### config.mk
export PLATFORM = sky130hd
export DESIGN_NAME = ipv4_l4_header_parser_unit_flat
export DESIGN_NICKNAME = d
export VERILOG_FILES = /design/src/design/ipv4p_pkg.sv /design/src/design/ipv4p_chan_if.sv /design/src/design/ipv4p_core.sv /design/src/design/ipv4_l4_header_parser_unit.sv /design/src/flat_wrapper.sv
export SDC_FILE = /design/constraint.sdc
export NUM_CORES = 1
export LEC_CHECK = 0
export BUFFER_PORTS_ARGS = -buffer_cell sky130_fd_sc_hd__clkbuf_2
export CAP_MARGIN = 15
export CORE_ASPECT_RATIO = 0.7
export CORE_UTILIZATION = 55
export DETAILED_ROUTE_END_ITERATION = 8
export PLACE_DENSITY_LB_ADDON = 0.08
export SYNTH_ARGS = -nofsm -noshare
export SYNTH_HDL_FRONTEND = slang
export SYNTH_HIERARCHICAL = 1
export SYNTH_SLANG_ARGS = --single-unit
### constraint.sdc
create_clock -name clk -period 17.3 [get_ports clk]
set_input_delay 0.865 -clock clk [delete_from_list [all_inputs] [get_ports clk]]
set_output_delay 0.865 -clock clk [all_outputs]
set_load 0.03 [all_outputs]
### src/design/ipv4p_pkg.sv
// Shared types, protocol constants and helpers for the IPv4 header parser.
package ipv4p_pkg;

	localparam logic [7:0] PROTO_TCP = 8'd6;
	localparam logic [7:0] PROTO_UDP = 8'd17;
	localparam logic [6:0] UDP_HDR_BYTES = 7'd8;
	localparam logic [6:0] TCP_MIN_HDR_BYTES = 7'd20;
	localparam logic [3:0] MIN_WORDS = 4'd5;
	localparam logic [15:0] POS_PROTOCOL = 16'd9;
	localparam logic [15:0] POS_SRC_FIRST = 16'd12;
	localparam logic [15:0] POS_SRC_LAST = 16'd15;
	localparam logic [15:0] POS_DST_FIRST = 16'd16;
	localparam logic [15:0] POS_DST_LAST = 16'd19;
	localparam logic [15:0] POS_L4_FIRST = 16'd20;
	localparam logic [15:0] POS_MAX = 16'hFFFF;
	localparam logic [15:0] COUNT_MAX = 16'hFFFF;

	typedef struct packed {
		logic [7:0] data_byte;
		logic last_byte;
	} in_item_t;

	typedef struct packed {
		logic payload_valid;
		logic [7:0] payload_byte;
		logic end_of_packet;
		logic [3:0] ip_version;
		logic [31:0] src_address;
		logic [31:0] dst_address;
		logic [7:0] protocol_number;
		logic [15:0] src_port;
		logic [15:0] dst_port;
		logic [15:0] payload_length;
		logic truncated;
	} out_item_t;

	// Header length field in 32-bit words to bytes, with a floor of five words.
	function automatic logic [5:0] words_to_bytes(input logic [3:0] nib);
		logic [3:0] w;
		w = (nib < MIN_WORDS) ? MIN_WORDS : nib;
		return {w, 2'b00};
	endfunction

endpackage

### src/design/ipv4p_chan_if.sv
// Valid/ready channel carrying one item of a given payload type.
interface ipv4p_chan_if #(
	parameter type payload_t = logic
);
	logic valid;
	logic ready;
	payload_t data;

	modport source (output valid, output data, input ready);
	modport sink (input valid, input data, output ready);
endinterface

### src/design/ipv4p_core.sv
// Per-packet header state and the one-byte parse step.
module ipv4p_core
	import ipv4p_pkg::*;
(
	input logic clk,
	input logic arst_n,
	input logic step,
	input in_item_t item,
	output logic has_result,
	output out_item_t res
);

	logic [15:0] pos_q;
	logic [5:0] ihl_q;
	logic [6:0] pstart_q;
	logic [3:0] ver_q;
	logic [7:0] prot_q;
	logic [31:0] src_q;
	logic [31:0] dst_q;
	logic [15:0] sport_q;
	logic [15:0] dport_q;
	logic [15:0] count_q;

	logic [15:0] pos_n;
	logic [5:0] ihl_n;
	logic [6:0] pstart_n;
	logic [3:0] ver_n;
	logic [7:0] prot_n;
	logic [31:0] src_n;
	logic [31:0] dst_n;
	logic [15:0] sport_n;
	logic [15:0] dport_n;
	logic [15:0] count_n;

	logic [7:0] b;
	logic [15:0] ihl_w;
	logic [6:0] ihl_7;
	logic is_l4;
	logic payload;

	always_comb begin
		b = item.data_byte;
		ihl_w = {10'd0, ihl_q};
		ihl_7 = {1'b0, ihl_q};
		is_l4 = (prot_q == PROTO_TCP) || (prot_q == PROTO_UDP);

		ver_n = ver_q;
		ihl_n = ihl_q;
		pstart_n = pstart_q;
		prot_n = prot_q;
		src_n = src_q;
		dst_n = dst_q;
		sport_n = sport_q;
		dport_n = dport_q;

		if (pos_q == 16'd0) begin
			ver_n = b[7:4];
			ihl_n = words_to_bytes(b[3:0]);
			pstart_n = {1'b0, ihl_n};
		end else if (pos_q == POS_PROTOCOL) begin
			prot_n = b;
			if (b == PROTO_TCP) begin
				pstart_n = ihl_7 + TCP_MIN_HDR_BYTES;
			end else if (b == PROTO_UDP) begin
				pstart_n = ihl_7 + UDP_HDR_BYTES;
			end else begin
				pstart_n = ihl_7;
			end
		end else if (pos_q >= POS_SRC_FIRST && pos_q <= POS_SRC_LAST) begin
			src_n = {src_q[23:0], b};
		end else if (pos_q >= POS_DST_FIRST && pos_q <= POS_DST_LAST) begin
			dst_n = {dst_q[23:0], b};
		end

		// Transport header fields sit at fixed offsets from the IP header end.
		if (pos_q >= POS_L4_FIRST && is_l4) begin
			if (pos_q == ihl_w || pos_q == ihl_w + 16'd1) begin
				sport_n = {sport_q[7:0], b};
			end else if (pos_q == ihl_w + 16'd2 || pos_q == ihl_w + 16'd3) begin
				dport_n = {dport_q[7:0], b};
			end else if (prot_q == PROTO_TCP && pos_q == ihl_w + 16'd12) begin
				pstart_n = ihl_7 + {1'b0, words_to_bytes(b[7:4])};
			end
		end

		payload = (pos_q >= POS_L4_FIRST) && (pos_q >= {9'd0, pstart_n});
		count_n = (payload && count_q != COUNT_MAX) ? count_q + 16'd1 : count_q;
		pos_n = (pos_q != POS_MAX) ? pos_q + 16'd1 : pos_q;
		has_result = payload || item.last_byte;

		res.payload_valid = payload;
		res.payload_byte = payload ? b : 8'd0;
		res.end_of_packet = item.last_byte;
		res.ip_version = ver_n;
		res.src_address = src_n;
		res.dst_address = dst_n;
		res.protocol_number = prot_n;
		res.src_port = sport_n;
		res.dst_port = dport_n;
		res.payload_length = count_n;
		res.truncated = item.last_byte && (pos_n < {9'd0, pstart_n});
	end

	// Advance on each byte; clear everything after the final byte.
	always_ff @(posedge clk or negedge arst_n) begin
		if (!arst_n) begin
			pos_q <= '0;
			ihl_q <= '0;
			pstart_q <= '0;
			ver_q <= '0;
			prot_q <= '0;
			src_q <= '0;
			dst_q <= '0;
			sport_q <= '0;
			dport_q <= '0;
			count_q <= '0;
		end else if (step) begin
			if (item.last_byte) begin
				pos_q <= '0;
				ihl_q <= '0;
				pstart_q <= '0;
				ver_q <= '0;
				prot_q <= '0;
				src_q <= '0;
				dst_q <= '0;
				sport_q <= '0;
				dport_q <= '0;
				count_q <= '0;
			end else begin
				pos_q <= pos_n;
				ihl_q <= ihl_n;
				pstart_q <= pstart_n;
				ver_q <= ver_n;
				prot_q <= prot_n;
				src_q <= src_n;
				dst_q <= dst_n;
				sport_q <= sport_n;
				dport_q <= dport_n;
				count_q <= count_n;
			end
		end
	end

endmodule

### src/design/ipv4_l4_header_parser_unit.sv
// IPv4 / TCP / UDP header parser top level: input register, parse step, result register.
//
//  channel     dir   payload      one item is
//  pkt_bytes   in    in_item_t    one raw packet byte, last_byte on the final one
//  parsed      out   out_item_t   a payload byte or the end-of-packet summary
//
// One byte per clock is accepted unless a byte with a result is held by a blocked output;
// each byte is registered, parsed combinationally in ipv4p_core, and its result registered.
// Header bytes that are not final give no result and never stall.
// The result register holds while parsed.ready is low; one byte waits in the
// input register behind it, then pkt_bytes.ready drops.
// Reset clears all packet state; the same state clears after each final byte.
module ipv4_l4_header_parser_unit
	import ipv4p_pkg::*;
(
	input logic clk,
	input logic arst_n,
	ipv4p_chan_if.sink pkt_bytes,
	ipv4p_chan_if.source parsed
);

	logic valid_s1;
	in_item_t item_s1;
	logic out_valid_q;
	out_item_t out_q;

	logic step;
	logic has_result;
	out_item_t res;

	ipv4p_core u_core (
		.clk (clk),
		.arst_n (arst_n),
		.step (step),
		.item (item_s1),
		.has_result (has_result),
		.res (res)
	);

	// Advance the held byte unless it has a result and the output is blocked.
	assign step = valid_s1 && (!has_result || !out_valid_q || parsed.ready);
	assign pkt_bytes.ready = !valid_s1 || step;
	assign parsed.valid = out_valid_q;
	assign parsed.data = out_q;

	always_ff @(posedge clk or negedge arst_n) begin
		if (!arst_n) begin
			valid_s1 <= 1'b0;
		end else if (pkt_bytes.valid && pkt_bytes.ready) begin
			valid_s1 <= 1'b1;
		end else if (step) begin
			valid_s1 <= 1'b0;
		end
	end

	always_ff @(posedge clk) begin
		if (pkt_bytes.valid && pkt_bytes.ready) begin
			item_s1 <= pkt_bytes.data;
		end
	end

	always_ff @(posedge clk or negedge arst_n) begin
		if (!arst_n) begin
			out_valid_q <= 1'b0;
		end else if (step && has_result) begin
			out_valid_q <= 1'b1;
		end else if (parsed.ready) begin
			out_valid_q <= 1'b0;
		end
	end

	always_ff @(posedge clk) begin
		if (step && has_result) begin
			out_q <= res;
		end
	end

endmodule

### src/flat_wrapper.sv
// flat-port wrapper written by rule: the top's interface ports become plain ports
module ipv4_l4_header_parser_unit_flat import ipv4p_pkg::*;
  (clk, arst_n, pkt_bytes_valid, pkt_bytes_data, pkt_bytes_ready, parsed_valid, parsed_data, parsed_ready);
  ipv4p_chan_if #(.payload_t(in_item_t)) pkt_bytes_i ();
  ipv4p_chan_if #(.payload_t(out_item_t)) parsed_i ();
  input logic clk;
  input logic arst_n;
  input wire logic [$bits(pkt_bytes_i.valid)-1:0] pkt_bytes_valid;
  input wire logic [$bits(pkt_bytes_i.data)-1:0] pkt_bytes_data;
  output wire logic [$bits(pkt_bytes_i.ready)-1:0] pkt_bytes_ready;
  output wire logic [$bits(parsed_i.valid)-1:0] parsed_valid;
  output wire logic [$bits(parsed_i.data)-1:0] parsed_data;
  input wire logic [$bits(parsed_i.ready)-1:0] parsed_ready;
  assign pkt_bytes_i.valid = pkt_bytes_valid;
  assign pkt_bytes_i.data = pkt_bytes_data;
  assign pkt_bytes_ready = pkt_bytes_i.ready;
  assign parsed_valid = parsed_i.valid;
  assign parsed_data = parsed_i.data;
  assign parsed_i.ready = parsed_ready;
  ipv4_l4_header_parser_unit u_core (.clk(clk), .arst_n(arst_n), .pkt_bytes(pkt_bytes_i), .parsed(parsed_i));
endmodule
==> flow_summary.toml, run 1 <==
[logic_synthesis]
syn_inst = 1217
post-synth-top-area-cell = "edfxtp_1"
syn-cell-area_um2 = 13800
async_reset_ff_share_pct = 51.5
synth_edf_count = 144
synthFlopType = "dfrtp_1"
ys_types = 73
ys_seq_area_share_pct = 59.1
netlist.area_leader.share_pct = 31.4
synth_seq_cells = 297
yosysWarnings = 6
syn_avg_cell_area_um2 = 11.3
synth_top_cells_by_area = "edfxtp_1 31%, dfrtp_1 28%, nand2_1 7.6%"
syn_nets = 1258

[final_layout]
final_cell_mix = "280 x nand2_1, 153 x dfrtp_1, 148 x clkbuf_2"
syn_to_final_growth_pct = 14.1
nFillCells = 1960
fin_nets = 1377
diodes = 0
drive_gt1_share_pct = 19.7
ff_latch_area_um2 = 8150
final_common_cell = "nand2_1"
multi_input_area_um2 = 5240

[sta]
finClkSkew_ns = 0.00884
worst_slew_pin_slew_ns = 1.08
final_max_slew_viol_count = 0
finalSetupViolCount = 0
rsz0062_at_grt = "no"
final.setup.tns_ns = 0
finalHoldViolCount = 0
max_slew_margin_pct = 27.3
period_share_pct = 42.7
max_freq_mhz = 136
layout_min_cycle_time_ns = 7.38

[clock_network]
cts_root_buffer = "clkbuf_16"
htreeDepth = 1
clk_latency_ns = 0.55
cts_buffers = 29
cts_num_sinks = 297
cts_tree = "yes"
clk_pin_slew_ns = 0.06
postCtsResizedCells = 0
clock_path_buffers = 3
post_cts_buffers = 0
cts_hold_buf = 0

[placed_design]
dp_hpwl_um = 22300
port_buffers = 149
gp_congestion = 0.897

[drt]
post_drt_wl_per_cell_um = 20.4
ant_nets = 0
finalWirelength_um = 34400
vias = 10100
firstDrtPassIters = 5
viasPerCell = 5.98
drt_iter0_markers = 1047
drc_errors = 0

[setup_path]
cp.arrival_ns = 7.86
worstSetupEndpointType = "flip-flop"
critPathMaxFanout = 37
cp-start-kind = "flip-flop"
required_ns = 17.78
worstSetupPathType = "flip-flop to flip-flop"

[power]
finalPower_mw = 1.99
p_leak_nw = 6.85
irDropWorstVdd_v = 0.0000796
pwr-share-clk_pct = 31.4
internal_power_mw = 1.34
swShare_pct = 32.7
pwr-share-seq_pct = 45.1
p_per_area_nw_per_um2 = 126
comb_power_share_pct = 23.4
p_switching_uw = 649

[global_routing]
grt_usage_pct = 27.1
antenna_found_initial = 0
grtUsageMet3_pct = 4.70
grt.met1_usage_pct = 45.5
grt_pass1_vias = 9136
busiest_layer = "met1"
grt_max_degree = 79
met2_usage_pct = 36.0
overflow = 0
grt_first_pass_wirelength_um = 53500

[floorplan]
row_count = 48
io_pins = 150
initial_core_util_pct = 56.0
core_um2 = 24600
die_h_um = 134
dieArea_um2 = 25700
die_w_um = 191

[outcome]
status = "complete, no violations"

[hold_path]
hp-class = "input pin to async pin"

[job]
cap_violations = 0
-- critical path, cell delays in order (launching register included) --
cell       delay (ns)
dfrtp_1          0.53
inv_1            0.21
ha_1             0.35
xnor2_1          0.15
nor4b_1          0.28
nand3_1          0.19
a2111oi_4        0.68
mux2i_1          0.44
ha_1             0.32
a21oi_1          0.13
o21ai_0          0.10
a21oi_1          0.16
o211a_1          0.55
nand2_1          0.22
a21boi_2         0.17
buf_4            0.40
clkinv_1         0.71
buf_4            0.49
or4b_1           0.73
nor2_2           0.30
a22o_1           0.17
-- cell families after synthesis --
logic type	after synthesis	share of synthesized area (%)
compound gates	242	13.5
xor+xnor	33	2.10
fa+ha+maj	28	2.59
buf+inv	106	3.15
flops	297	59.1
mux	46	3.70
simple gates	465	15.9
-- final timing paths --
kind                                                start                         to  slack (ns)  cells past startpoint
worst min-delay path                               arst_n    u_core/u_core/pos_q[13]        0.36                      1
worst min register to register  u_core/u_core/pstart_q[4]  u_core/u_core/pstart_q[4]        0.49                      1
worst max-delay path               u_core/u_core/ihl_q[3]  u_core/u_core/dport_q[12]        9.92                     20
max in group asynchronous                          arst_n    u_core/u_core/prot_q[3]       15.44                      2
min in group clk                        pkt_bytes_data[0]          u_core/item_s1[0]        0.49                      1
worst max register to register     u_core/u_core/ihl_q[3]  u_core/u_core/dport_q[12]        9.92                     20
-- metrics by stage --
stage	cell area (um2)	setup WS [ns]	util, %	hold slack, ns	std cells
finish	15700	9.92	63.9	0.360	1684
global route	15700	9.27	63.9	0.383	1684
CTS	15700	10.00	63.8	0.377	1683
detailed placement	14800	10.05	60.0	0.475	1629
global placement	14800	10.21	60.0	0.481	1629
floorplan	13800	7.51	-	0.453	1217
-- cell type report --
class	count	area share, %
sequential	297	51.8
multi-input combinational	814	33.3
timing repair buffer	167	5.69
clock buffer	41	5.03
tap	325	2.58
clock inverter	13	0.938
inverter	27	0.644
-- sequential cells by signal, summed over array words and instances, names as in the netlist --
register	count
u_core/u_core/ihl_q	4
u_core/parsed.valid	1
u_core/u_core/ver_q	4
u_core/u_core/dport_q	16
u_core/parsed.data	135
u_core/u_core/prot_q	8
u_core/u_core/count_q	16
u_core/u_core/sport_q	16
u_core/u_core/pos_q	16
u_core/u_core/src_q	32
u_core/valid_s1	1
u_core/item_s1	9
u_core/u_core/dst_q	32
u_core/u_core/pstart_q	7
-- Yosys cell counts, types with 6 or more instances --
cell type  number
nand2_1       280
dfrtp_1       153
edfxtp_1      144
a22o_1         76
clkbuf_1       64
nor2_1         42
o21ai_0        42
mux2_2         40
ha_1           27
o2bb2ai_1      27
xnor2_1        26
inv_1          24
nand3_1        21
a21oi_1        20
nand4_1        15
and2_1         14
nor4_1         13
or4_1          12
buf_2          11
nor3_1         10
a21o_1          8
nand2b_1        8
a22oi_1         7
and3_1          7
o311ai_0        7
xor2_1          7
mux2i_1         6
-- routing by layer --
metal	vias up	share of wire, %	wire [um]
li1	4687	-	-
met1	4966	50	17100
met5	-	0	0
met4	0	1.6	551
met3	41	7.8	2700
met2	376	41	14100
-- power by group through the flow --
stage	Clock, mW	Combinational (mW)	Sequential [mW]
final	0.624	0.466	0.897
after global routing	0.665	0.506	0.905
after CTS	0.637	0.462	0.896
after detailed placement	0	0.459	0.908
after global placement	0	0.456	0.907
after floorplan	0	0.255	0.981
Power figures use the tool's default switching activity.
==> run 2, diff against run 1 <==
Settings changed: ABC_AREA set to 1, CORE_UTILIZATION 55 to 53.
Clock period 17.3 ns to 6.5 ns, I/O delays scaled along.
==> run 2 against run 1 <==
Net effect: setup slack lost 8.6 ns; flip-flop and latch count is the same; critical endpoint is now u_core/u_core/ihl_q[5]; wire length shrank 2.2%; hold slack lost 0.22 ns; highest routed layer unchanged; critical path type unchanged; non-clock buffer count grew 4.
==> flow_summary.toml, run 2 <==
[placed_design]
dp.cells = 1930
dp_hpwl_um = 22600
place_area_um2 = 14900
gp_congestion = 0.974
post-place-ws_ns = 1.33
port_buffers = 149

[floorplan]
die_w_um = 196
initial_core_util_pct = 54.1
io_pins = 150
core_um2 = 25700
die_h_um = 137
row_count = 49
dieArea_um2 = 26900

[logic_synthesis]
post-synth-top-area-cell = "edfxtp_1"
synth_top_cells_by_area = "edfxtp_1 31%, dfrtp_1 28%, nand2_1 10%"
netlist_top_cells_count = "376 x nand2_1, 223 x inv_1, 153 x dfrtp_1"
async_reset_ff_share_pct = 51.5
yosysWarnings = 6
netlist.area_leader.share_pct = 31.1
ys_types = 49
syn_inst = 1502
synth_edf_count = 144
syn-cell-area_um2 = 13900
synthFlopType = "dfrtp_1"
syn_nets = 1543
syn_avg_cell_area_um2 = 9.25
synthMostInstantiatedCell = "nand2_1"
ys_seq_area_share_pct = 58.7
synth_seq_cells = 297

[global_routing]
grt.met1_usage_pct = 41.3
busiest_layer = "met1"
grt_max_degree = 107
grt_usage_pct = 25.2
overflow = 0
grt_first_pass_wirelength_um = 52800
antenna_found_initial = 0
grtUsageMet3_pct = 3.79
met2_usage_pct = 35.2
grt_pass1_vias = 9458

[setup_path]
required_ns = 6.96
reg2reg_from = "u_core/item_s1[8]"
critPathMaxFanout = 84
r2r-end = "u_core/u_core/ihl_q[5]"
cp-start-kind = "flip-flop"
ff2ff_path_depth = 24
rrSetupSlack_ns = 1.30
cp.arrival_ns = 5.66
worstSetupPathType = "flip-flop to flip-flop"
worstSetupEndpointType = "flip-flop"

[final_layout]
multi_input_area_um2 = 4600
ff_latch_area_um2 = 8150
final_common_cell = "nand2_1"
drive_gt1_share_pct = 15.3
diodes = 0
final_cell_area_um2 = 15900
final_cell_mix = "376 x nand2_1, 221 x inv_1, 153 x dfrtp_1"
syn_to_final_growth_pct = 14.3
fin_cells = 1996
fin_nets = 1683
post-route-util_pct = 61.8
largest_reg_flops = 135
nFillCells = 2199

[sta]
period_share_pct = 80.0
final_max_slew_viol_count = 0
final.setup.worst_slack_ns = 1.30
worst_slew_pin_slew_ns = 1.14
rsz0062_at_grt = "no"
finalHoldViolCount = 0
max_freq_mhz = 192
layout_min_cycle_time_ns = 5.20
max_slew_margin_pct = 24.0
finClkSkew_ns = 0.0137
final.setup.tns_ns = 0
whs_ns = 0.137
finalSetupViolCount = 0

[drt]
finalWirelength_um = 33700
drt_iter0_markers = 1199
firstDrtPassIters = 6
post_drt_wl_per_cell_um = 16.9
ant_nets = 0
vias = 10600
drc_errors = 0
viasPerCell = 5.31

[hold_path]
hp-class = "input pin to flip-flop"
hold_end = "u_core/parsed.valid"
hold_depth = 4
worstHoldStart = "parsed_ready"

[clock_network]
cts_tree = "yes"
cts_buffers = 29
cts_num_sinks = 297
clk_latency_ns = 0.55
clock_path_buffers = 3
cts_root_buffer = "clkbuf_16"
clk_pin_slew_ns = 0.07
htreeDepth = 1
post_cts_buffers = 0

[job]
cap_violations = 0

[outcome]
status = "complete, no violations"

[power]
irDropWorstVdd_v = 0.000203
p_per_area_nw_per_um2 = 270
finalPower_mw = 4.29
p_leak_nw = 7.81
-- run 2: worst max-delay path, stage by stage (launching register included) --
cell and delay [ns]:
edfxtp_1 0.58, nor2_1 0.24, nor2_1 0.06, o21ai_0 0.11
ha_1 0.21, inv_1 0.06, fa_1 0.50, or2_2 0.32
nand2_1 0.08, inv_1 0.06, ha_1 0.29, a21o_1 0.18
o21bai_1 0.13, nand2_1 0.08, nand2_1 0.06, nand2_1 0.09
nand2_1 0.08, buf_4 0.19, nand2_1 0.16, a31oi_4 0.20
clkinv_1 0.13, nor2_4 0.11, buf_4 0.77, nand2_1 0.20
o22ai_1 0.20
-- run 2: power by group --
group	total (mW)	switching (mW)	internal, mW
clock	1.57	0.704	0.870
sequential	2.11	0.0587	2.05
combinational	0.608	0.446	0.162
total	4.29	1.21	3.08
-- run 2: worst max-delay path by stage --
| stage | start | end | depth (start not counted) | slack [ns] |
|---|---|---|---|---|
| floorplan | u_core/item_s1[8] | u_core/parsed.data[0] | 21 | 0.43 |
| global placement | u_core/item_s1[8] | u_core/u_core/ihl_q[5] | 24 | 1.41 |
| detailed placement | u_core/item_s1[8] | u_core/u_core/ihl_q[4] | 24 | 1.33 |
| CTS | u_core/item_s1[8] | u_core/u_core/ihl_q[4] | 24 | 1.30 |
| global route | u_core/u_core/pos_q[6] | u_core/u_core/ihl_q[3] | 25 | 0.78 |
| finish | u_core/item_s1[8] | u_core/u_core/ihl_q[5] | 24 | 1.30 |
-- run 2: cell families after synthesis --
| family | count (synthesis) | share of synthesized area, % |
|---|---|---|
| fa+ha+maj | 28 | 2.58 |
| flops | 297 | 58.7 |
| simple gates | 590 | 17.9 |
| buf+inv | 291 | 8.43 |
| compound gates | 272 | 10.9 |
| xor+xnor | 24 | 1.51 |
-- run 2: area by class of cell --
| cell class | instances | area share [%] |
|---|---|---|
| inverter | 229 | 5.46 |
| clock buffer | 41 | 5.10 |
| multi-input combinational | 914 | 28.9 |
| sequential | 297 | 51.3 |
| timing repair buffer | 171 | 6.10 |
| tap | 331 | 2.61 |
| clock inverter | 13 | 0.457 |
-- run 2: repair_timing --
item / CTS / global route
resized for setup: 0 / 0
hold endpoints to repair: 93 / 0
hold buffers: 11 / 0
-- run 2: layer usage --
metal	part of all wire, %	vias to the layer above
met3	7.5	31
li1	-	5196
met2	42	380
met4	1.3	0
met1	50	4999
met5	0	-
==> run 3, diff against run 2 <==
Settings changed: ABC_AREA 1 to 0.
Clock period 6.5 ns to 4.3 ns, I/O delays scaled along.
==> run 3 against run 2 <==
Net effect: the run now ends with negative setup slack left; critical path depth is 6 lower; clock skew grew 0.017 ns; sequential power is 68% higher; final cell count shrank 7.6%; non-clock buffer count rose by 159; combinational power grew to 4.6 times the previous value; via count increased by 2.5%; power rose by 110%; clock-buffer cell count down 5; largest power group unchanged; register-to-register slack lost 1.4 ns.
==> flow_summary.toml, run 3 (synthesis results as in run 1) <==
[global_routing]
grt_max_degree = 96
grt_usage_pct = 28.3
grt_first_pass_wirelength_um = 58000
grt_pass1_vias = 9937
antenna_found_initial = 0
overflow = 0

[clock_network]
clk_latency_ns = 0.57
cts_num_sinks = 297
cts_tree = "yes"
cts_root_buffer = "clkbuf_16"
htreeDepth = 1
clk_pin_slew_ns = 0.07
cts_buffers = 28
clock_path_buffers = 3

[drt]
drt_iter0_markers = 1048
drc_errors = 0
post_drt_wl_per_cell_um = 20.9
vias = 10900
firstDrtPassIters = 5
ant_nets = 0
viasPerCell = 5.89
finalWirelength_um = 38500

[hold_path]
hold_end = "u_core/parsed.valid"
hp-class = "input pin to flip-flop"
hold_depth = 3
worstHoldStart = "parsed_ready"

[final_layout]
fin_nets = 1539
diodes = 0
fin_cells = 1845
final_cell_area_um2 = 17700
drive_gt1_share_pct = 32.2
syn_to_final_growth_pct = 28.4
final_common_cell = "nand2_1"
nFillCells = 1816
largest_reg_flops = 135
post-route-util_pct = 70.5
final_cell_mix = "276 x nand2_1, 151 x dfrtp_1, 148 x clkbuf_2"

[placed_design]
post-place-ws_ns = -0.323
port_buffers = 149
dp_hpwl_um = 26100
place_area_um2 = 16200
dp.cells = 1763
gp_congestion = 0.912

[power]
irDropWorstVdd_v = 0.000378
p_leak_nw = 7.84
finalPower_mw = 8.90
pwr-share-clk_pct = 28.5
swShare_pct = 33.2
p_switching_mw = 2.96
internal_power_mw = 5.94
p_per_area_nw_per_um2 = 503
comb_power_share_pct = 31.6
pwr-share-seq_pct = 39.8

[sta]
rsz0062_at_grt = "yes"
finalSetupViolCount = 17
finClkSkew_ns = 0.0308
final.setup.tns_ns = -0.311
worst_slew_pin_slew_ns = 0.960
max_slew_margin_pct = 36.0
period_share_pct = 101
final_max_slew_viol_count = 0
final.setup.worst_slack_ns = -0.0550
finalHoldViolCount = 0
whs_ns = 0.0757
layout_min_cycle_time_ns = 4.35
max_freq_mhz = 230

[outcome]
status = "finished, violations left"
violations = "negative setup slack"

[floorplan]
core_um2 = 25100
die_w_um = 195
io_pins = 150
die_h_um = 137
row_count = 48
dieArea_um2 = 26700
initial_core_util_pct = 54.9

[setup_path]
worstSetupPathType = "flip-flop to flip-flop"
critPathMaxFanout = 7
ff2ff_path_depth = 18
worstSetupEndpointType = "flip-flop"
crit_chain = "inv_4 -> ha_4 -> or3_4 -> a221o_1 -> buf_4 -> a2111oi_4 -> buf_4 -> mux2i_4 -> ha_4 -> o21a_1 -> o211ai_1 -> o211a_1 -> nand2_4 -> a21boi_4 -> clkinv_4 -> or4b_4 -> nor2_4 -> a22o_1"
critPathSlowestCell = "or4b_4"
cp-start-kind = "flip-flop"
cp.arrival_ns = 4.85
max_stage_delay_ns = 0.55
rrSetupSlack_ns = -0.05
required_ns = 4.80
r2r-end = "u_core/u_core/dport_q[8]"
reg2reg_from = "u_core/u_core/ihl_q[3]"

[job]
cap_violations = 0
==> run 3: changes by cell type in the layout (fill, tap and decap cells not counted), sizes merged, moves of 63 or more <==
cell   change
nor2      -63
nand2    -110
o21ai    -105
a22o      +75
buf      +156
inv      -207
==> run 3: repair_timing <==
action                                  CTS  global route
cloned                                    0             3
endpoints found under the hold margin    68             0
resized for setup                        22            45
endpoints found under the setup margin  158           216
pin swaps                                22            19
hold buffers                             12             0
buffers inserted                          4            10
==> run 3: metal layers <==
metal / part of all wire, % / GRT usage, % / routed length [um] / vias to the layer above
li1: - / - / - / 5017
met1: 48 / 45.3 / 18300 / 5337
met2: 42 / 39.9 / 16200 / 461
met3: 8.9 / 5.59 / 3440 / 51
met4: 1.6 / 4.81 / 599 / 0
met5: 0 / 0 / 0 / -
==> run 3: worst max-delay path by stage <==
stage	startpoint	end	slack (ns)
after floorplan	u_core/u_core/ihl_q[2]	u_core/parsed.data[0]	-1.44
after global placement	u_core/u_core/prot_q[3]	u_core/u_core/dport_q[13]	-0.1
after detailed placement	u_core/u_core/prot_q[3]	u_core/u_core/dport_q[8]	-0.32
after CTS	u_core/u_core/ihl_q[3]	u_core/u_core/dport_q[8]	-0.000008
after global routing	u_core/u_core/ihl_q[3]	u_core/u_core/dport_q[10]	-0.17
final	u_core/u_core/ihl_q[3]	u_core/u_core/dport_q[8]	-0.05
==> run 3: power groups by stage <==
stage	sequential, mW	clock, mW	combinational (mW)
6_report	3.55	2.54	2.82
5_1_grt	3.58	2.68	3.00
4_1_cts	3.54	2.58	2.63
3_5_place_dp	3.59	0	2.49
3_3_place_gp	3.59	0	2.46
2_1_floorplan	3.92	0	1.14
==> run 3: worst max-delay path: cells and delay by family (launching register included) <==
| kind | cells | cell delay, ns |
|---|---|---|
| fa+ha+maj | 2 | 0.38 |
| simple gates | 4 | 1.16 |
| buf+inv | 4 | 0.48 |
| mux | 1 | 0.26 |
| flops | 1 | 0.40 |
| compound gates | 7 | 1.61 |
==> run 3: area by class of cell <==
| cell class | count | area (um2) | share of cell area, % |
|---|---|---|---|
| Inverter | 27 | 115 | 0.650 |
| Clock buffer | 36 | 771 | 4.35 |
| Multi-Input combinational cell | 814 | 5690 | 32.1 |
| Sequential cell | 297 | 8160 | 46.1 |
| Clock inverter | 16 | 175 | 0.989 |
| Tap cell | 325 | 407 | 2.30 |
| Timing Repair Buffer | 330 | 2400 | 13.6 |
